File: src/hw/rtl/ssx_pkg.sv
// shared types, codes and constants of the shadow silhouette extruder
`default_nettype none

package ssx_pkg;

	// default table depths
	localparam int unsigned POINT_DEPTH_DEF = 256;
	localparam int unsigned PLANE_DEPTH_DEF = 256;

	// field widths
	localparam int unsigned IDX_W     = 8;
	localparam int unsigned VAL_W     = 32;
	localparam int unsigned CFG_IDX_W = 3;

	// request codes
	localparam logic [1:0] REQ_VERTEX = 2'd0;
	localparam logic [1:0] REQ_PLANE  = 2'd1;
	localparam logic [1:0] REQ_EDGE   = 2'd2;

	// back face kinds; any other kind behaves as an open edge
	localparam logic [1:0] BACK_PAIRED = 2'd0;
	localparam logic [1:0] BACK_TOP    = 2'd2;

	// configuration register indexes
	localparam logic [CFG_IDX_W-1:0] CFG_LIGHT_X = 3'd0;
	localparam logic [CFG_IDX_W-1:0] CFG_LIGHT_Y = 3'd1;
	localparam logic [CFG_IDX_W-1:0] CFG_LIGHT_Z = 3'd2;
	localparam logic [CFG_IDX_W-1:0] CFG_LIGHT_W = 3'd3;

	// point light at the origin after reset
	localparam logic signed [VAL_W-1:0] LIGHT_W_RESET = 32'sh0001_0000;

	typedef logic signed [VAL_W-1:0] val_t;

	// exact sum of two Q32.32 products
	typedef logic signed [2*VAL_W:0] dist_t;

	typedef struct packed {
		val_t x;
		val_t y;
		val_t z;
	} vec_t;

	typedef struct packed {
		val_t a;
		val_t b;
		val_t c;
		val_t d;
	} plane_t;

	typedef struct packed {
		val_t x;
		val_t y;
		val_t z;
		val_t w;
	} light_t;

	// control traveling with an edge through the pipeline
	typedef struct packed {
		logic       valid;
		logic [1:0] kind;
	} ctl_t;

	// table data of one edge: front plane, back plane, vertex a, vertex b
	typedef struct packed {
		plane_t pl0;
		plane_t pl1;
		vec_t   v0;
		vec_t   v1;
	} fetch_t;

	// partial plane distances and both vertices, local and extruded
	typedef struct packed {
		dist_t d0a;
		dist_t d0b;
		dist_t d1a;
		dist_t d1b;
		vec_t  loc0;
		vec_t  loc1;
		vec_t  far0;
		vec_t  far1;
	} sum_t;

endpackage

`default_nettype wire

File: src/hw/rtl/ssx_emit.sv
// silhouette decision and four-vertex output sequencer
`default_nettype none

module ssx_emit (
	input  wire logic          clk,
	input  wire logic          arst_n,
	input  wire ssx_pkg::ctl_t s3_ctl,
	input  wire ssx_pkg::sum_t s3_data,
	input  wire logic          out_stall,
	output logic               out_valid,
	output ssx_pkg::val_t      out_x,
	output ssx_pkg::val_t      out_y,
	output ssx_pkg::val_t      out_z,
	output logic               finite,
	output logic               last_of_run,
	output logic               hold
);

	import ssx_pkg::*;

	localparam int unsigned SW = 2 * VAL_W + 2;
	localparam logic [1:0] BEAT_FIRST     = 2'd0;
	localparam logic [1:0] BEAT_FIRST_FAR = 2'd2;
	localparam logic [1:0] BEAT_LAST      = 2'd3;

	logic signed [SW-1:0] dist0;
	logic signed [SW-1:0] dist1;
	logic                 neg0;
	logic                 zero0;
	logic                 neg1;
	logic                 drop;
	logic                 swap;
	logic                 straight;
	logic                 needs;
	logic                 free;
	logic                 load;
	logic                 valid_q;
	logic [1:0]           cnt_q;
	vec_t                 quad_q [4];
	vec_t                 beat;

	// full plane distances, only their signs and a zero front distance matter
	always_comb begin
		dist0 = SW'(s3_data.d0a) + SW'(s3_data.d0b);
		dist1 = SW'(s3_data.d1a) + SW'(s3_data.d1b);
		neg0  = dist0[SW-1];
		zero0 = (dist0 == '0);
		// open edges face the front distance negated
		neg1  = (s3_ctl.kind == BACK_PAIRED) ? dist1[SW-1] : (!neg0 && !zero0);
		drop  = (s3_ctl.kind == BACK_TOP) && neg0;
		swap     = !neg0 && neg1;
		straight = neg0 && !neg1;
		needs = s3_ctl.valid && !drop && (swap || straight);
	end

	// sequencer takes a quad when empty or on the last transfer of the current one
	assign free = !valid_q || (!out_stall && (cnt_q == BEAT_LAST));
	assign load = needs && free;
	assign hold = needs && !free;

	always_ff @(posedge clk or negedge arst_n) begin
		if (!arst_n) begin
			valid_q <= 1'b0;
			cnt_q   <= BEAT_FIRST;
		end else if (load) begin
			valid_q <= 1'b1;
			cnt_q   <= BEAT_FIRST;
		end else if (valid_q && !out_stall) begin
			if (cnt_q == BEAT_LAST) begin
				valid_q <= 1'b0;
			end
			cnt_q <= cnt_q + 2'd1;
		end
	end

	// quad in output order: local first, local second, far second, far first
	always_ff @(posedge clk) begin
		if (load) begin
			quad_q[0] <= swap ? s3_data.loc1 : s3_data.loc0;
			quad_q[1] <= swap ? s3_data.loc0 : s3_data.loc1;
			quad_q[2] <= swap ? s3_data.far0 : s3_data.far1;
			quad_q[3] <= swap ? s3_data.far1 : s3_data.far0;
		end
	end

	assign beat        = quad_q[cnt_q];
	assign out_valid   = valid_q;
	assign out_x       = beat.x;
	assign out_y       = beat.y;
	assign out_z       = beat.z;
	assign finite      = (cnt_q < BEAT_FIRST_FAR);
	assign last_of_run = (cnt_q == BEAT_LAST);

	a_hold_has_edge: assert property (@(posedge clk) disable iff (!arst_n)
		hold |-> s3_ctl.valid)
		else $error("pipeline held without a silhouette edge waiting");

	a_quad_complete: assert property (@(posedge clk) disable iff (!arst_n)
		(out_valid && !out_stall && !last_of_run) |=> out_valid)
		else $error("quad ended before its fourth vertex");

	a_quad_starts_local: assert property (@(posedge clk) disable iff (!arst_n)
		(out_valid && !out_stall && last_of_run) |=> (!out_valid || finite))
		else $error("next quad does not start with a local vertex");

endmodule

`default_nettype wire
File: config.mk
export PLATFORM = sky130hd
export DESIGN_NAME = ssx_emit
export DESIGN_NICKNAME = d
export VERILOG_FILES = /design/src/hw/rtl/ssx_pkg.sv /design/src/hw/rtl/ssx_emit.sv
export SDC_FILE = /design/constraint.sdc
export NUM_CORES = 1
export LEC_CHECK = 0
export ABC_AREA = 0
export BUFFER_PORTS_ARGS = -buffer_cell sky130_fd_sc_hd__buf_2
export CAP_MARGIN = 20
export CORE_AREA = 5 5 290 292
export CTS_BUF_LIST = sky130_fd_sc_hd__clkbuf_8
export DETAILED_ROUTE_END_ITERATION = 8
export DIE_AREA = 0 0 295 297
export HOLD_SLACK_MARGIN = 0.15
export SKIP_CTS_REPAIR_TIMING = 1
export SYNTH_ARGS = -nofsm -noshare
export SYNTH_HDL_FRONTEND = slang
export SYNTH_SLANG_ARGS = --single-unit
File: constraint.sdc
create_clock -name clk -period 19.7 [get_ports clk]
set_input_delay 3.94 -clock clk [delete_from_list [all_inputs] [get_ports clk]]
set_output_delay 3.94 -clock clk [all_outputs]
set_load 0.02 [all_outputs]
==> results.md, run 1 <==
* Via density at 5.10
* Distinct cells, synth at 83
* Htree depth at 3
* CP Capture Type: output pin
* Port Buf Inserts at ~750
* Non-Filler Instances at approximately 3700
* Slew Limit Fails at 0
* Area growth syn-to-layout at 25.5%
* Hold Crit Class: flip-flop to flip-flop
* Initial antenna violation count at 35
* Starting DRT DRC Count at approximately 1300
* CTS tree: done
* Share of the synthesized area in the top cell type at 0.471
* Sum Neg Setup Slack at 0 ps
* Pre-antenna DRT Iters at 6
* Cell Pwr Density at 99.8 mW/mm²
* FMAX at 79.6 MHz
* CP required at approximately 16000 ps
* Status: complete, no violations
* Worst Setup Start Kind: input port
* Mapped Cells at 1814
* Register area share after synthesis at 0.474
* Routed vias at ~19000
* Worst-path fanout max at 5
* RSZ-0062 raised after global routing: no
* Vias in the first global route at 19337
* Post-DP Area at 0.0293 mm²
* # IOs at 750
* Post-Syn Nets at around 2600
* GR Overflow Total at 0
* Tcrit/Tclk final at 0.638
* Synth Area per Inst at 13.5 µm²
* Area of the die at 0.0876 mm²
* Worst slew pin tran at around 1100 ps
* Worst endpoint data arrival time at 8620 ps
* WL per Instance at 21.8 µm
* Placed cell count at roughly 3500
* Core Region at 0.0813 mm²
* Sink Count at approximately 390
* Max clock buf depth at 3
* Clk pin slew, worst setup/hold paths at 50 ps
* Largest area contributor in the synthesized netlist: edfxtp_1
* Chip width at 295 µm
* Antenna Nets Post-Route at 0
* Largest net degree at the start of global routing at 152
* Tmin final at 12560 ps
* Clock root buffer: clkbuf_8
* Main synth FF type: edfxtp_1
* Final #Nets at 3335
* Synth Warn # at 0
* FF+latch count, synth at 387
* Peak supply drop at 0.0000628 V
* Hold Vio Cnt, Final at 0
* Routability cong. at 1.00
* Post-route clock skew at approximately 50 ps
* Layout cells sized above 1 at 0.524
* Gr usage total at 0.172
* Die Height at just under 300 µm
* Synthesized area at 0.0245 mm²
* Post-synth EDFFs at about 380
* FFs w/ async S/R, synth at 0.00775
* Final setup fails at 0
* Max-Cap Viols at 0
* Num rows at approximately 110
* Initial cell density of the core at 0.301
* Drt drc at 0
* P_leak at 11.9 nW
* Global-route wire length before repair at 115000 µm
* Clk Latency, worst-skew pair at between 600 and 700 ps
* Hpwl dp at roughly 63000 µm
* Fill cells at 8015
* Routed WL at 80500 µm
* CP Class: input port to output pin
* Inserted Clock Buffers at just over 70
* Slew HR at 0.296
* Area contributors post-synth: edfxtp_1 47%, mux2_2 18%, mux4_2 8.8%
* Final instance area at 0.0307 mm²
-- worst paths after layout --
| check | from | end | slack, ps | depth (start not counted) |
|---|---|---|---|---|
| hold / removal | out_valid$_DFFE_PN0P_ | cnt_q[0]$_DFFE_PN0P_ | 650 | 2 |
| min in group asynchronous | arst_n | cnt_q[1]$_DFFE_PN0P_ | 3080 | 1 |
| setup reg to reg | cnt_q[1]$_DFFE_PN0P_ | quad_q[0][7]$_DFFE_PP_ | 14920 | 8 |
| setup / recovery | s3_data[579] | hold | 7140 | 20 |
| hold reg to reg | out_valid$_DFFE_PN0P_ | cnt_q[0]$_DFFE_PN0P_ | 650 | 2 |
| max in group asynchronous | arst_n | cnt_q[0]$_DFFE_PN0P_ | 16490 | 1 |
-- flip-flops by register name, summed over array words and instances (netlist names) --
| register | flops |
|---|---|
| cnt_q | 2 |
| quad_q | 384 |
| out_valid | 1 |
-- power by group --
| part | internal [mW] | total, mW | leakage [nW] | switching (mW) |
|---|---|---|---|---|
| Combinational | 0.537 | 1.23 | 7.68 | 0.693 |
| Sequential | 1.07 | 1.11 | 3.52 | 0.0400 |
| Clock | 0.371 | 0.731 | 0.740 | 0.360 |
-- through the flow --
stage | power (mW) | worst slack [ps] | util | hold WS (ps)
global route | 3.24 | 6870 | 0.378 | 714
detailed placement | 2.37 | 7230 | 0.361 | 639
CTS | 3.12 | 7200 | 0.377 | 653
floorplan | 1.99 | 1790 | - | 581
finish | 3.07 | 7140 | 0.378 | 650
global placement | 2.36 | 7280 | 0.361 | 637
-- logic make-up (layout without fill, tap and decap cells) --
| group | after synthesis | in the layout | synth area share |
|---|---|---|---|
| buffers and inverters | 118 | 906 | 0.0186 |
| adders and majority gates | 132 | 132 | 0.0678 |
| xor gates and xnor gates | 40 | 40 | 0.0143 |
| AOI/OAI and AO/OA | 334 | 334 | 0.0917 |
| other | 0 | 20 | 0 |
| DFF | 387 | 387 | 0.474 |
| and+or+nand+nor | 314 | 314 | 0.0648 |
| muxes | 489 | 489 | 0.269 |
-- routing by layer --
metal,up-vias,track usage,routed length [µm]
li1,8785,-,-
met1,9036,0.181,27700
met2,793,0.308,41200
met3,177,0.0631,8220
met4,26,0.0747,3080
met5,-,0,184
-- cell usage in the layout (no fill, tap or decap), types with 4 or more instances in the layout --
cell and n:
o21a_1 18, nand4_1 40, nand3_1 23, o211ai_1 10, mux2_2 385, o2111ai_1 7
buf_2 749, clkinv_2 5, clkinv_1 15, mux4_2 96, a211oi_1 12, o21bai_1 12
a2111oi_0 4, a21o_1 38, and4_1 7, o21ai_1 6, and3_1 6, xor2_1 20
nor2b_1 10, nand2_1 93, diode_2 20, a31oi_1 7, nor4_1 7, ha_1 130
or3_1 7, clkbuf_8 71, nor2_1 65, buf_4 12, o21ai_0 60, nand2b_1 10
nand3b_1 4, a21oi_1 106, inv_1 41, a21boi_0 4, mux2i_1 8, xnor2_1 20
or4_1 4, edfxtp_1 384, nor3_1 20
-- cell type report --
class / instances / area (µm²) / share of cell area
Multi-Input combinational cell: 1309 / 12400 / 0.405
Sequential cell: 387 / 11600 / 0.378
Timing Repair Buffer: 763 / 3880 / 0.126
Tap cell: 1070 / 1340 / 0.0436
Clock buffer: 71 / 977 / 0.0318
Clock inverter: 51 / 347 / 0.0113
Inverter: 21 / 78.8 / 0.00257
Antenna cell: 20 / 50.0 / 0.00163
-- cells in the mapped netlist, drive strengths merged, types with 8 or more instances --
| cell type | instances |
|---|---|
| mux2 | 385 |
| edfxtp | 384 |
| ha | 131 |
| a21oi | 109 |
| mux4 | 96 |
| nand2 | 94 |
| clkbuf | 79 |
| nor2 | 66 |
| o21ai | 66 |
| nand4 | 40 |
| a21o | 38 |
| nand3 | 24 |
| inv | 21 |
| nor3 | 21 |
| xnor2 | 20 |
| xor2 | 20 |
| buf | 18 |
| o21a | 18 |
| o21bai | 13 |
| a211oi | 12 |
| nor2b | 11 |
| o211ai | 11 |
| a2111oi | 10 |
| nand2b | 10 |
| mux2i | 8 |
-- critical path: stages --
cell and delay, ps:
buf_2 130, ha_1 170, inv_1 50, fa_1 390
or2b_1 260, a21oi_1 330, nor2_1 140, xnor2_1 190
a2111oi_0 480, nand4bb_1 140, or4_1 520, a2111oi_2 310
nand4_1 130, nor4_1 300, a31oi_1 220, ha_4 270
nor2b_1 120, o21ai_1 170, nor2_1 170, buf_2 180
Power figures use the tool's default switching activity.
==> run 2: changes to the inputs <==
- CORE_AREA: 5 5 290 292 -> 5 5 287 289
- DIE_AREA: 0 0 295 297 -> 0 0 292 294
- clock period: 19.7 -> 11.6 ns (I/O delays scaled with it)
==> run 2 against run 1 <==
  * Cell area rose by 0.39%
  * Clock power rose by 74%
  * Power grew 72%
  * Worst setup slack got worse by 5200 ps
  * Non-clock buffer count fell by 1
  * Sequential power is 70% higher
  * Critical path depth decreased by 2
  * Global-route usage rose by 1.7 points
  * First-iteration DRC count down 16%
  * Clock skew decreased by 15 ps
  * Register-to-register slack lost 6900 ps
==> results.md, run 2 (synthesis gave the netlist of run 1 again) <==
* Status: complete, no violations
* Top reg by flops: quad_q
* CTS tree: done
* Sw frac at 0.353 (-0.00360)
* Tcrit/Tclk final at 0.834
* Inserted Clock Buffers at 69 (-2.8%)
* Clk Latency, worst-skew pair at 630 ps (about the same)
* Placed cell count at 3539 (-0.28%)
* Max clock buf depth at 3 (unchanged)
* Vias in the first global route at 20324 (+5.1%)
* Final #Nets at 3332 (-0.090%)
* Starting DRT DRC Count at 1095 (-16%)
* Hpwl dp at 69000 µm (+8.7%)
* Htree depth at 3 (unchanged)
* CP required at 9280 ps (-6480 ps)
* Total power at 5.28 mW (+72%)
* Clock root buffer: clkbuf_8
* # IOs at 750 (unchanged)
* CP Capture Type: output pin
* Initial cell density of the core at 0.307 (+0.00637)
* Worst slew pin tran at 1280 ps (+220 ps)
* Tmin final at roughly 9700 ps
* Post-DP Area at 0.0294 mm² (+0.33%)
* Number of flip-flops under the largest register name at 384 (unchanged)
* Post-place setup slack at 2180 ps (-5040 ps)
* Num rows at 104 (-0.95%)
* Routed WL at 85500 µm (+6.2%)
* Sequential share of power at 0.358 (-0.002)
* Gr usage total at 0.189 (+0.0169)
* Sum Neg Setup Slack at 0 ps (unchanged)
* Max-Cap Viols at 0 (unchanged)
* Peak supply drop at 0.000132 V (+110%)
* Layout cells sized above 1 at 0.527 (+0.00314)
* Sink Count at 387 (unchanged)
* Final setup fails at 0 (unchanged)
* GR Overflow Total at 0 (unchanged)
* Worst-path fanout max at 6 (+1)
* Final instance area at 0.0308 mm² (+0.39%)
* WL per Instance at 23.2 µm (+6.5%)
* Slew HR at 0.150 (-0.146)
* Non-Filler Instances at 3682 (-0.27%)
* Fin util at 0.387 (+0.00949)
* Core Region at 0.0796 mm² (-2.1%)
* Worst Setup Start Kind: input port
* Most frequent cells in the layout: 749 x buf_2, 385 x mux2_2, 384 x edfxtp_1
* Initial antenna violation count at 52 (+49%)
* Chip width at 292 µm (-1.0%)
* Via density at 5.14 (+0.80%)
* Most common cell after layout, fill and taps aside: buf_2
* RSZ-0062 raised after global routing: no
* Worst endpoint data arrival time at 7350 ps (-1270 ps)
* NetSw at 1.86 mW (+70%)
* Clock power share at 0.242 (+0.004)
* Routability cong. at 0.958 (-4.7%)
* Area growth syn-to-layout at 26.0%
* Int Power at 3.42 mW (+73%)
* Antenna Nets Post-Route at 0 (unchanged)
* P_leak at 12.0 nW (+0.21%)
* Worst hold margin at 651 ps (+1.16 ps)
* Port Buf Inserts at 749 (unchanged)
* Drt drc at 0 (unchanged)
* Largest net degree at the start of global routing at 196 (+29%)
* Cell Pwr Density at 171 mW/mm² (+71%)
* Slew Limit Fails at 0 (unchanged)
* Routed vias at 18917 (+0.53%)
* Global-route wire length before repair at 125000 µm (+8.3%)
* Hold Vio Cnt, Final at 0 (unchanged)
* Die Height at 294 µm (-1.0%)
* Area of the die at 0.0858 mm² (-2.0%)
* Pre-antenna DRT Iters at 5 (-1)
* FMAX at 103 MHz
* Clk pin slew, worst setup/hold paths at 60 ps (about the same)
* CP Class: input port to output pin
* Final WS setup at 1930 ps (-5210 ps)
* Hold Crit Class: flip-flop to flip-flop
* Post-route clock skew at 34.5 ps (-15.4 ps)
* Comb pwr share at 0.400 (about the same)
-- run 2: cell types whose count changed in the layout (fill, tap and decap cells not counted), moves of 2 or more --
| cell | change |
|---|---|
| a21oi_1 | -2 |
| inv_16 | +2 |
| clkinvlp_4 | -2 |
| buf_4 | -5 |
| clkbuf_8 | -2 |
| buf_12 | +4 |
| inv_1 | -4 |
| diode_2 | +6 |
| bufinv_16 | +3 |
-- run 2: final timing paths --
check                                       from                      end  slack, ps  depth (start not counted)
max in group asynchronous                 arst_n     cnt_q[1]$_DFFE_PN0P_       9990                          1
min                        out_valid$_DFFE_PN0P_     cnt_q[0]$_DFFE_PN0P_        650                          2
max                                 s3_data[538]                     hold       1930                         18
min in group asynchronous                 arst_n     cnt_q[1]$_DFFE_PN0P_       1480                          1
max reg2reg                 cnt_q[0]$_DFFE_PN0P_  quad_q[2][92]$_DFFE_PP_       8000                          6
min reg2reg                out_valid$_DFFE_PN0P_     cnt_q[0]$_DFFE_PN0P_        650                          2
-- run 2: power by group through the flow --
stage               clock network, mW  logic (mW)  registers (mW)
floorplan                           0        1.45            1.90
global placement                    0        2.11            1.91
detailed placement                  0        2.13            1.93
CTS                              1.32        2.14            1.90
global route                     1.38        2.26            1.91
finish                           1.27        2.11            1.89
-- run 2: layout make-up --
cell class,count,area [µm²]
diodes,26,65.1
clock buffers,69,950
clock inverters,48,402
fillers,7760,48800
inverters,21,78.8
multi-input cells,1309,12500
flip-flops and latches,387,11600
well taps,1060,1330
repair buffers,762,3920
-- run 2: layer usage --
metal	vias to the layer above	global-route usage	wire length (µm)
li1	8793	-	-
met1	9213	0.212	31900
met2	755	0.346	44200
met3	130	0.0668	7680
met4	26	0.0433	1520
met5	-	0	177
-- run 2: worst max-delay path, stage by stage --
cell and delay (ps):
buf_2 100, ha_1 390, a21oi_1 280, o21ai_0 200, a21oi_2 460, nor2_1 170
a2111oi_0 770, nand4bb_1 170, or4_1 580, a2111oi_2 380, nand4_1 200, nor4_1 210
a31oi_1 180, ha_4 280, nor2b_1 170, o21ai_2 110, nor2_1 150, buf_2 200
==> run 3: changes to the inputs <==
- clock period: 11.6 -> 9.1 ns (I/O delays scaled with it)
==> run 3 against run 2 <==
  * Worst hold slack better by 9.2 ps
  * Non-clock buffer count rose by 17
  * Clock power increased by 23%
  * Routed wire length grew 0.25%
  * Largest power group unchanged
  * Cell area is 0.21% higher
  * Global-route usage barely moved
  * Cell count is 0.19% higher
  * Critical endpoint unchanged
  * First-iteration DRC count up 3.3%
  * Sequential cell count did not move
  * Power grew 27%
  * Critical path depth did not move
  * Register-to-register slack got worse by 2400 ps
==> results.md, run 3 (synthesis gave the netlist of run 1 again) <==
* Status: complete, no violations
* FMAX at 116 MHz
* Cell Pwr Density at 216 mW/mm² (+26%)
* Port Buf Inserts at 749 (unchanged)
* Fill cells at 7740 (-0.26%)
* Worst Setup Start Kind: input port
* Worst slew pin tran at 878 ps (-398 ps)
* Vias in the first global route at 20460 (+0.67%)
* Hold depth at 2 (unchanged)
* Clock root buffer: clkbuf_8
* Met1 Use GR at 0.211 (-0.00142)
* Slew Limit Fails at 0 (unchanged)
* GR Overflow Total at 0 (unchanged)
* Grt met3 use at 0.0678 (+0.00106)
* Tmin final at 8600 ps
* Die Height at 294 µm (unchanged)
* Non-Filler Instances at 3689 (+0.19%)
* Hold Vio Cnt, Final at 0 (unchanged)
* Routed WL at 85700 µm (+0.25%)
* Top reg by flops: quad_q
* Sink Count at 387 (unchanged)
* Core Region at 0.0796 mm² (unchanged)
* Initial cell density of the core at 0.307 (unchanged)
* Post-route clock skew at 46.3 ps (+11.8 ps)
* CP required at 7280 ps (-2000 ps)
* Max clock buf depth at 3 (unchanged)
* Largest net degree at the start of global routing at 132 (-33%)
* Pre-antenna DRT Iters at 6 (+1)
* CP Class: input port to output pin
* Worst-case reg-to-reg path depth at 7 (+1)
* P_leak at 12.0 nW (+0.60%)
* Num rows at 104 (unchanged)
* Most frequent cells in the layout: 749 x buf_2, 385 x mux2_2, 384 x edfxtp_1
* Total power at 6.68 mW (+27%)
* Gr usage total at 0.190 (+0.000403)
* Slew HR at 0.415 (+0.265)
* Antenna Nets Post-Route at 0 (unchanged)
* Tcrit/Tclk final at 0.945
* # IOs at 750 (unchanged)
* Max-Cap Viols at 0 (unchanged)
* Hpwl dp at 69200 µm (+0.21%)
* Routability cong. at 0.976 (+1.9%)
* Number of flip-flops under the largest register name at 384 (unchanged)
* Chip width at 292 µm (unchanged)
* Layout cells sized above 1 at 0.529 (+0.00211)
* Htree depth at 3 (unchanged)
* Area of the die at 0.0858 mm² (unchanged)
* WL per Instance at 23.2 µm (about the same)
* Fin util at 0.388 (+0.000801)
* Clk Latency, worst-skew pair at 660 ps (+30 ps)
* Peak supply drop at 0.000137 V (+3.7%)
* Most common cell after layout, fill and taps aside: buf_2
* Global-route wire length before repair at 125000 µm (+0.23%)
* Hold Crit Class: flip-flop to flip-flop
* Via density at 5.18 (+0.82%)
* Routed vias at 19109 (+1.0%)
* CTS tree: done
* CP Capture Type: output pin
* Area growth syn-to-layout at 26.3%
* RSZ-0062 raised after global routing: no
* Met2 usage at 0.345 (-0.000570)
* GR peak layer: met2
* Initial antenna violation count at 42 (-19%)
* Clk pin slew, worst setup/hold paths at 50 ps (about the same)
* Placed cell count at 3556 (+0.48%)
* Final setup fails at 0 (unchanged)
* Worst-path fanout max at 9 (+3)
* Starting DRT DRC Count at 1131 (+3.3%)
* Drt drc at 0 (unchanged)
* Worst hold margin at 660 ps (+9.22 ps)
* Final #Nets at 3351 (+0.57%)
* Inserted Clock Buffers at 71 (+2.9%)
* Worst endpoint data arrival time at 6780 ps (-570 ps)
[run 3: changes by cell type in the layout (fill, tap and decap cells not counted)]
cell	change
inv_16	-1
buf_4	+15
buf_12	+2
inv_1	+5
clkinvlp_4	+2
inv_12	+1
clkinv_1	-2
inv_8	-1
clkbuf_8	+2
bufinv_16	-3
clkinv_2	-2
diode_2	-11
[run 3: power by group]
group | internal (mW) | leakage (nW) | total (mW) | switching, mW
Clock | 0.799 | 0.730 | 1.56 | 0.761
Combinational | 1.19 | 7.79 | 2.70 | 1.51
Sequential | 2.30 | 3.52 | 2.41 | 0.111
[run 3: worst paths after layout]
path                            slack (ps)                      end             startpoint
worst max-delay path                   500                     hold           s3_data[520]
worst min-delay path                   660     cnt_q[0]$_DFFE_PN0P_  out_valid$_DFFE_PN0P_
worst max register to register        5580  quad_q[0][46]$_DFFE_PP_   cnt_q[1]$_DFFE_PN0P_
worst min register to register         660     cnt_q[0]$_DFFE_PN0P_  out_valid$_DFFE_PN0P_
max in group asynchronous             7970     cnt_q[0]$_DFFE_PN0P_                 arst_n
min in group asynchronous             1000     cnt_q[1]$_DFFE_PN0P_                 arst_n
[run 3: stage by stage]
step / TNS (ps) / setup WS [ps] / instance area (µm²)
finish: 0 / 496 / 30900
global route: 0 / 195 / 30900
CTS: 0 / 585 / 30900
detailed placement: 0 / 604 / 29600
global placement: 0 / 719 / 29600
floorplan: -779760 / -2030 / 24500
[run 3: final cells by class]
class	count	area [µm²]	share of cell area
Multi-Input combinational cell	1309	12500	0.404
Sequential cell	387	11600	0.376
Timing Repair Buffer	779	4070	0.132
Tap cell	1060	1330	0.0429
Clock buffer	71	977	0.0316
Clock inverter	47	313	0.0101
Inverter	21	78.8	0.00255
Antenna cell	15	37.5	0.00121
[run 3: routing by layer]
| layer | routed length (µm) | vias to the layer above | part of all wire |
|---|---|---|---|
| met4 | 2180 | 30 | 0.025 |
| met5 | 205 | - | 0.0024 |
| li1 | - | 8811 | - |
| met2 | 43800 | 823 | 0.51 |
| met1 | 31500 | 9280 | 0.37 |
| met3 | 7920 | 165 | 0.092 |
[run 3: worst max-delay path, cell delays in order]
cell and delay (ps):
buf_2 100, ha_1 520, a21oi_1 150, o21a_1 260, o21ai_0 550, o211ai_1 190
a211oi_1 510, nor2_1 100, xnor2_1 170, a2111oi_0 580, nand4_1 190, nor4_1 420
a31oi_1 250, ha_4 290, nor2b_1 180, o21ai_2 120, nor2_1 170, buf_2 190
